==> config.mk <==
export PLATFORM = sky130hd
export DESIGN_NAME = bitmap_row_bit_packer
export DESIGN_NICKNAME = d
export VERILOG_FILES = /design/src/hw/rtl/bpk_pkg.sv /design/src/hw/rtl/bpk_pack_core.sv /design/src/hw/rtl/bpk_result_fifo.sv /design/src/hw/rtl/bitmap_row_bit_packer.sv
export SDC_FILE = /design/constraint.sdc
export NUM_CORES = 1
export LEC_CHECK = 0
export ABC_CLOCK_PERIOD_IN_PS = 6200
export BUFFER_PORTS_ARGS = -buffer_cell sky130_fd_sc_hd__clkbuf_2
export CAP_MARGIN = 20
export CORE_ASPECT_RATIO = 0.75
export CORE_UTILIZATION = 40
export DETAILED_ROUTE_END_ITERATION = 6
export GPL_TIMING_DRIVEN = 0
export PLACE_DENSITY_LB_ADDON = 0.12
export SLEW_MARGIN = 30
export SYNTH_ARGS = -nofsm -noshare
export SYNTH_HDL_FRONTEND = slang
export SYNTH_SLANG_ARGS = --single-unit
==> constraint.sdc <==
create_clock -name clk_i -period 6.2 [get_ports clk_i]
set_input_delay 1.24 -clock clk_i [delete_from_list [all_inputs] [get_ports clk_i]]
set_output_delay 1.24 -clock clk_i [all_outputs]
set_load 0.03 [all_outputs]
==> src/hw/rtl/bpk_pkg.sv <==
// bpk_pkg: shared types and constants of the bitmap row bit packer
// no dependencies
`default_nettype none

package bpk_pkg;

  localparam int unsigned ByteW   = 8;
  localparam int unsigned CountW  = 3;
  localparam int unsigned PosW    = 13;
  localparam int unsigned RowW    = 16;

  typedef struct packed {
    logic [ByteW-1:0] packed_byte;
    logic             last;
  } result_t;

  typedef struct packed {
    logic [ByteW-1:0]  carry_byte;
    logic [CountW-1:0] carry_count;
    logic [PosW-1:0]   row_pos;
  } pack_state_t;

endpackage

`default_nettype wire

==> src/hw/rtl/bpk_pack_core.sv <==
// bpk_pack_core: one-word merge of a row byte into the carry, giving up to two results
// depends on bpk_pkg
`default_nettype none

module bpk_pack_core (
  input  bpk_pkg::pack_state_t          st_i,
  input  logic [bpk_pkg::RowW-1:0]      row_width_bits_i,
  input  logic [bpk_pkg::ByteW-1:0]     data_byte_i,
  input  logic                          last_of_image_i,
  output bpk_pkg::pack_state_t          st_o,
  output logic [1:0]                    res_n_o,
  output bpk_pkg::result_t              res0_o,
  output bpk_pkg::result_t              res1_o
);
  import bpk_pkg::*;

  logic [PosW-1:0]     full;
  logic [2:0]          extra;
  logic [2*ByteW-1:0]  sh_b;
  logic [ByteW-1:0]    masked;
  logic [2*ByteW-1:0]  sh_m;
  logic [3:0]          sum;
  logic [PosW-1:0]     pos_inc;
  logic                emitted;
  logic [ByteW-1:0]    emit_val;
  logic                row_end;
  pack_state_t         nxt;

  always_comb begin
    full     = row_width_bits_i[RowW-1:3];
    extra    = row_width_bits_i[2:0];
    sh_b     = {data_byte_i, 8'h00} >> st_i.carry_count;
    masked   = data_byte_i & ~(8'hFF >> extra);
    sh_m     = {masked, 8'h00} >> st_i.carry_count;
    sum      = {1'b0, extra} + {1'b0, st_i.carry_count};
    pos_inc  = st_i.row_pos + {{(PosW-1){1'b0}}, 1'b1};
    emitted  = 1'b0;
    emit_val = '0;
    row_end  = 1'b0;
    nxt      = st_i;

    if (st_i.row_pos < full) begin
      emit_val       = st_i.carry_byte | sh_b[2*ByteW-1:ByteW];
      emitted        = 1'b1;
      nxt.carry_byte = sh_b[ByteW-1:0];
      row_end        = (pos_inc == full) && (extra == 3'd0);
    end else begin
      if (extra != 3'd0) begin
        if (sum[3]) begin
          emit_val       = st_i.carry_byte | sh_m[2*ByteW-1:ByteW];
          emitted        = 1'b1;
          nxt.carry_byte = sh_m[ByteW-1:0];
        end else begin
          nxt.carry_byte = st_i.carry_byte | sh_m[2*ByteW-1:ByteW];
        end
        nxt.carry_count = sum[2:0];
      end
      row_end = 1'b1;
    end

    nxt.row_pos = row_end ? '0 : pos_inc;

    res0_o  = '0;
    res1_o  = '0;
    res_n_o = 2'd0;
    if (emitted) begin
      res0_o.packed_byte = emit_val;
      res0_o.last        = last_of_image_i && (nxt.carry_count == 3'd0);
      res_n_o            = 2'd1;
      if (last_of_image_i && (nxt.carry_count != 3'd0)) begin
        res1_o.packed_byte = nxt.carry_byte;
        res1_o.last        = 1'b1;
        res_n_o            = 2'd2;
      end
    end else if (last_of_image_i && (nxt.carry_count != 3'd0)) begin
      res0_o.packed_byte = nxt.carry_byte;
      res0_o.last        = 1'b1;
      res_n_o            = 2'd1;
    end

    st_o = last_of_image_i ? '0 : nxt;
  end

endmodule

`default_nettype wire

==> src/hw/rtl/bpk_result_fifo.sv <==
// bpk_result_fifo: three-entry result queue, up to two writes and one read per cycle
// depends on bpk_pkg
`default_nettype none

module bpk_result_fifo (
  input  logic             clk_i,
  input  logic             rst_ni,
  input  logic [1:0]       push_n_i,
  input  bpk_pkg::result_t push0_i,
  input  bpk_pkg::result_t push1_i,
  output logic             room_o,
  output logic             out_valid_o,
  output bpk_pkg::result_t out_res_o,
  input  logic             out_stall_i
);
  import bpk_pkg::*;

  localparam int unsigned Depth = 3;

  result_t    ent_q [Depth];
  result_t    ent_d [Depth];
  logic [1:0] count_q, count_d;
  logic [1:0] base;
  logic       pop;

  always_comb begin
    pop  = (count_q != 2'd0) && !out_stall_i;
    base = count_q - {1'b0, pop};
    for (int i = 0; i < Depth; i++) begin
      ent_d[i] = ent_q[i];
    end
    if (pop) begin
      for (int i = 0; i < Depth - 1; i++) begin
        ent_d[i] = ent_q[i+1];
      end
    end
    for (int i = 0; i < Depth; i++) begin
      if ((push_n_i != 2'd0) && (2'(i) == base)) begin
        ent_d[i] = push0_i;
      end
      if ((push_n_i == 2'd2) && (2'(i) == base + 2'd1)) begin
        ent_d[i] = push1_i;
      end
    end
    count_d = base + push_n_i;
  end

  always_ff @(posedge clk_i or negedge rst_ni) begin
    if (!rst_ni) begin
      count_q <= '0;
    end else begin
      count_q <= count_d;
    end
  end

  always_ff @(posedge clk_i) begin
    for (int i = 0; i < Depth; i++) begin
      ent_q[i] <= ent_d[i];
    end
  end

  assign room_o      = (count_q <= 2'd1);
  assign out_valid_o = (count_q != 2'd0);
  assign out_res_o   = ent_q[0];

  a_no_overflow: assert property (@(posedge clk_i) disable iff (!rst_ni)
    (push_n_i != 2'd0) |-> (count_q <= 2'd1))
    else $error("result queue written without room");

endmodule

`default_nettype wire

==> src/hw/rtl/bitmap_row_bit_packer.sv <==
// bitmap_row_bit_packer: strips row padding from a 1-bit-per-pixel byte stream
// depends on bpk_pkg, bpk_pack_core, bpk_result_fifo
//
// Input channel (in_valid_i / in_stall_o) carries one padded row byte per word,
// MSB first, with last_of_image_i on the final byte of the image. Output channel
// (out_valid_o / out_stall_i) carries the packed stream, last_o on its final word.
// A word moves when valid is high and stall is low.
// The configuration channel (cfg_valid_i / cfg_ready_o) writes row_width_bits;
// it is always ready. It must be written only while the block is idle; the block
// itself does not enforce this. One input word is taken per cycle while the queue
// has room. Each word yields zero, one or two results, which enter a three-entry
// result queue and are registered there before they are offered. Input is stalled
// while the queue holds two or more results, so with single results and no output
// stall the rate is one word per cycle; a word giving two results holds input
// stalled while the extra result is read. When the receiver stalls, results wait
// in the queue and input keeps being taken until it holds two entries.
// Reset clears carry, count, row position and the queue, and sets the row width to 8.
`default_nettype none

module bitmap_row_bit_packer (
  input  logic        clk_i,
  input  logic        rst_ni,
  input  logic        cfg_valid_i,
  output logic        cfg_ready_o,
  input  logic [15:0] cfg_row_width_bits_i,
  input  logic        in_valid_i,
  output logic        in_stall_o,
  input  logic [7:0]  data_byte_i,
  input  logic        last_of_image_i,
  output logic        out_valid_o,
  input  logic        out_stall_i,
  output logic [7:0]  packed_byte_o,
  output logic        last_o
);
  import bpk_pkg::*;

  pack_state_t     st_q, st_d;
  logic [RowW-1:0] row_width_q;
  logic [1:0]      res_n;
  result_t         res0, res1, out_res;
  logic            room;
  logic            in_acc;

  assign cfg_ready_o = 1'b1;
  assign in_stall_o  = !room;
  assign in_acc      = in_valid_i && room;

  bpk_pack_core u_core (
    .st_i             (st_q),
    .row_width_bits_i (row_width_q),
    .data_byte_i      (data_byte_i),
    .last_of_image_i  (last_of_image_i),
    .st_o             (st_d),
    .res_n_o          (res_n),
    .res0_o           (res0),
    .res1_o           (res1)
  );

  bpk_result_fifo u_fifo (
    .clk_i       (clk_i),
    .rst_ni      (rst_ni),
    .push_n_i    (in_acc ? res_n : 2'd0),
    .push0_i     (res0),
    .push1_i     (res1),
    .room_o      (room),
    .out_valid_o (out_valid_o),
    .out_res_o   (out_res),
    .out_stall_i (out_stall_i)
  );

  assign packed_byte_o = out_res.packed_byte;
  assign last_o        = out_res.last;

  always_ff @(posedge clk_i or negedge rst_ni) begin
    if (!rst_ni) begin
      st_q        <= '0;
      row_width_q <= 16'd8;
    end else begin
      if (in_acc) begin
        st_q <= st_d;
      end
      if (cfg_valid_i && cfg_ready_o) begin
        row_width_q <= cfg_row_width_bits_i;
      end
    end
  end

  // carry is left aligned: bits below the pending ones are clear
  a_carry_aligned: assert property (@(posedge clk_i) disable iff (!rst_ni)
    (st_q.carry_byte & (8'hFF >> st_q.carry_count)) == 8'h00)
    else $error("carry holds bits below its count");

  a_end_clears: assert property (@(posedge clk_i) disable iff (!rst_ni)
    (in_acc && last_of_image_i) |=> (st_q == '0))
    else $error("state not cleared after end of image");

  a_state_holds: assert property (@(posedge clk_i) disable iff (!rst_ni)
    !in_acc |=> $stable(st_q))
    else $error("state changed without an input word");

endmodule

`default_nettype wire

==> results.sh <==
export IMPL_cp_start_kind="flip-flop"
export IMPL_h_tree_depth=3
export IMPL_post_cts_buffers=0
export IMPL_fin_crit_ps=4853
export IMPL_ant_nets=0
export IMPL_io_pins=42
export IMPL_die_area_sq_um=13180
export IMPL_overflow=0
export IMPL_outcome="complete, no violations"
export IMPL_grt_max_degree=43
export IMPL_crit_top_cell="ha_1"
export IMPL_rows=35
export IMPL_cts_num_sinks=69
export IMPL_power_density_nw_per_um2=343.4
export IMPL_ys_ff_latch=69
export IMPL_ir_worst_vdd_v=0.0001513
export IMPL_seq_area_frac_synth=0.3662
export IMPL_clock_path_buffers=2
export IMPL_crit_chain="ha_1 -> nand4_1 -> nor3_1 -> nor4_1 -> and2_1 -> buf_2 -> o221a_2 -> ha_1 -> o21ai_0 -> nand2b_1 -> buf_1 -> nor2_1 -> o21ai_1 -> o221ai_1"
export IMPL_rrSetupSlack_ps=1350
export IMPL_arrival_ps=4880
export IMPL_multiInputGateArea_sq_um=2839
export IMPL_grt_pass1_wl_um=25420
export IMPL_dpl_hpwl_um=11800
export IMPL_clkTransAtPathRegs_ps=60
export IMPL_via_count=4881
export IMPL_core_area_sq_um=12350
export IMPL_antenna_found_initial=0
export IMPL_crit_slowest_cell="o21ai_1"
export IMPL_finalHoldViolCount=0
export IMPL_dr_pass1_iters=5
export IMPL_synthFlopType="dfrtp_1"
export IMPL_critPathBufInv=2
export IMPL_hp_class="flip-flop to flip-flop"
export IMPL_place_area_sq_um=5488
export IMPL_drt_iter0_drc=594
export IMPL_final_max_slew_viol_count=0
export IMPL_rsz0062_at_grt="false"
export IMPL_synth_avg_cell_area_sq_um=8.507
export IMPL_report_final_setup_viol=0
export IMPL_dp_cells=802
export IMPL_grt_pass1_vias=4482
export IMPL_fin_area_sq_um=5752
export IMPL_slowest_delay_ps=570
export IMPL_syn_to_final_growth_pct=13.06
export IMPL_num_antenna_cells=0
export IMPL_critPathTopFamily="compound AO/OA/AOI/OAI gates"
export IMPL_finClkSkew_ps=6.672
export IMPL_ctsRootBufferMaster="clkbuf_16"
export IMPL_most_common_layout_cells="75 x nand2_1, 50 x o21ai_0, 41 x dfrtp_1"
export IMPL_final_nets=698
export IMPL_gr_usage_all_layers=0.2501
export IMPL_crit_fanout=10
export IMPL_synth_top_cell_area_share=0.2017
export IMPL_maxCapViolations=0
export IMPL_worstMarginPinSlew_ps=880.0
export IMPL_drc=0
export IMPL_regArea_sq_um=1863
export IMPL_synth_cell_area_sq_um=5087
export IMPL_fmax_mhz=206.1
export IMPL_cts_buffers=9
export IMPL_num_fill_cells=1253
export IMPL_fin_ws_ps=1347
export IMPL_clk_latency_ps=340
export IMPL_place_congestion=0.9308
export IMPL_leakage_nw=2.356
export IMPL_crit_type="flip-flop to flip-flop"
export IMPL_synth_area_leaders="dfrtp_1 20%, edfxtp_1 16%, nand2_1 5.5%"
export IMPL_vias_per_cell=5.967
export IMPL_slew_headroom=0.4133
export IMPL_final_layout_size_suffix_gt1_frac=0.1396
export IMPL_ys_async_sr_fraction=0.6087
export IMPL_wl_per_cell_um=19.25
export IMPL_setup_tns_ps=0
export IMPL_cts_hold_buf=0
export IMPL_synth_nets=649
export IMPL_die_x_um=132.2
export IMPL_start_util=0.4120
export IMPL_syn_inst=598
export IMPL_yosysWarningCount=0
export IMPL_final_common_cell="nand2_1"
export IMPL_preCtsSetupSlack_ps=1439
export IMPL_cts_tree="yes"
export IMPL_die_height_um=99.67
export IMPL_io_buffers=38
export IMPL_period_share=0.7827
export IMPL_fin_cells=818
export IMPL_cts_resized=0
export IMPL_yosysTopAreaCell="dfrtp_1"
export IMPL_crit_required_ps=6230
export IMPL_synth_edf_count=27
export IMPL_ys_types=67
export IMPL_wirelength_um=15750
export IMPL_setup_worst_path_end_class="flip-flop"
==> power by group <==
| part | internal (mW) | switching [mW] |
|---|---|---|
| clock | 0.281 | 0.194 |
| combinational | 0.300 | 0.542 |
| sequential | 0.610 | 0.0488 |
==> worst min-delay path, stage by stage (launching register included) <==
cell and delay [ps]:
dfrtp_1 350, nand2_1 50, o21ai_0 60
==> routing by layer <==
metal	track usage	vias to the layer above	wire length [um]
li1	-	2293	-
met1	0.4143	2354	8428
met2	0.3191	223	5800
met3	0.05199	11	1405
met4	0.04775	0	113
met5	0	-	0
==> final cells by class <==
class	instances	area share
clock inverter	2	0.001740
clock buffer	14	0.04416
tap	166	0.03611
timing repair buffer	38	0.03350
multi-input combinational	443	0.4936
buffer	52	0.04481
sequential	69	0.3239
inverter	34	0.02219
==> synthesized netlist by cell type, types with 3 or more instances <==
cell / instances
nand2b_1: 11
a211oi_1: 8
nor4_1: 10
nand2_1: 75
nor3_1: 13
nand4_1: 3
and3_1: 6
and2_1: 7
or2_2: 3
ha_1: 20
edfxtp_1: 27
or3_1: 4
nor3b_1: 4
inv_1: 33
a21oi_1: 27
o211ai_1: 7
o21ai_0: 50
o21a_1: 6
and4_1: 3
nand3_1: 23
buf_4: 9
buf_2: 11
o2111ai_1: 4
nor2b_1: 10
o221ai_1: 15
clkbuf_1: 28
dfrtp_1: 41
a31oi_1: 16
mux2_2: 9
xnor2_1: 8
a22o_1: 4
o22ai_1: 13
xor2_1: 5
o21ai_1: 5
nor2_1: 28
mux2i_1: 9
==> final timing paths <==
kind / startpoint / endpoint / cells past startpoint
max in group asynchronous: rst_ni / row_width_q[4] / 1
min in group asynchronous: rst_ni / st_q[11] / 1
worst min register to register: st_q[23] / st_q[23] / 2
worst max register to register: st_q[11] / u_fifo.ent_q[0][3] / 14
worst max-delay path: st_q[11] / u_fifo.ent_q[0][3] / 14
worst min-delay path: st_q[23] / st_q[23] / 2
==> kinds of logic after synthesis <==
group	Yosys count	share of synthesized area
fa+ha+maj	21	0.05312
mux	18	0.03763
compound gates	184	0.2391
other cells	1	0.0007371
xor+xnor	13	0.02238
simple gates	206	0.2051
flops	69	0.3662
buf+inv	86	0.07575
==> flip-flops by register name (all words and copies together), names as in the netlist <==
register        count
row_width_q        16
st_q               24
u_fifo.count_q      2
u_fifo.ent_q       27
==> metrics by stage <==
stage	total power, mW	utilization	hold WS, ps
6_report	1.975	0.4658	503.7
4_1_cts	1.971	0.4658	504.9
3_5_place_dp	1.492	0.4444	492.7
3_3_place_gp	1.474	0.4442	479.6
2_1_floorplan	1.255	-	457.7
5_1_grt	2.099	0.4658	547.7
Power figures use the tool's default switching activity.
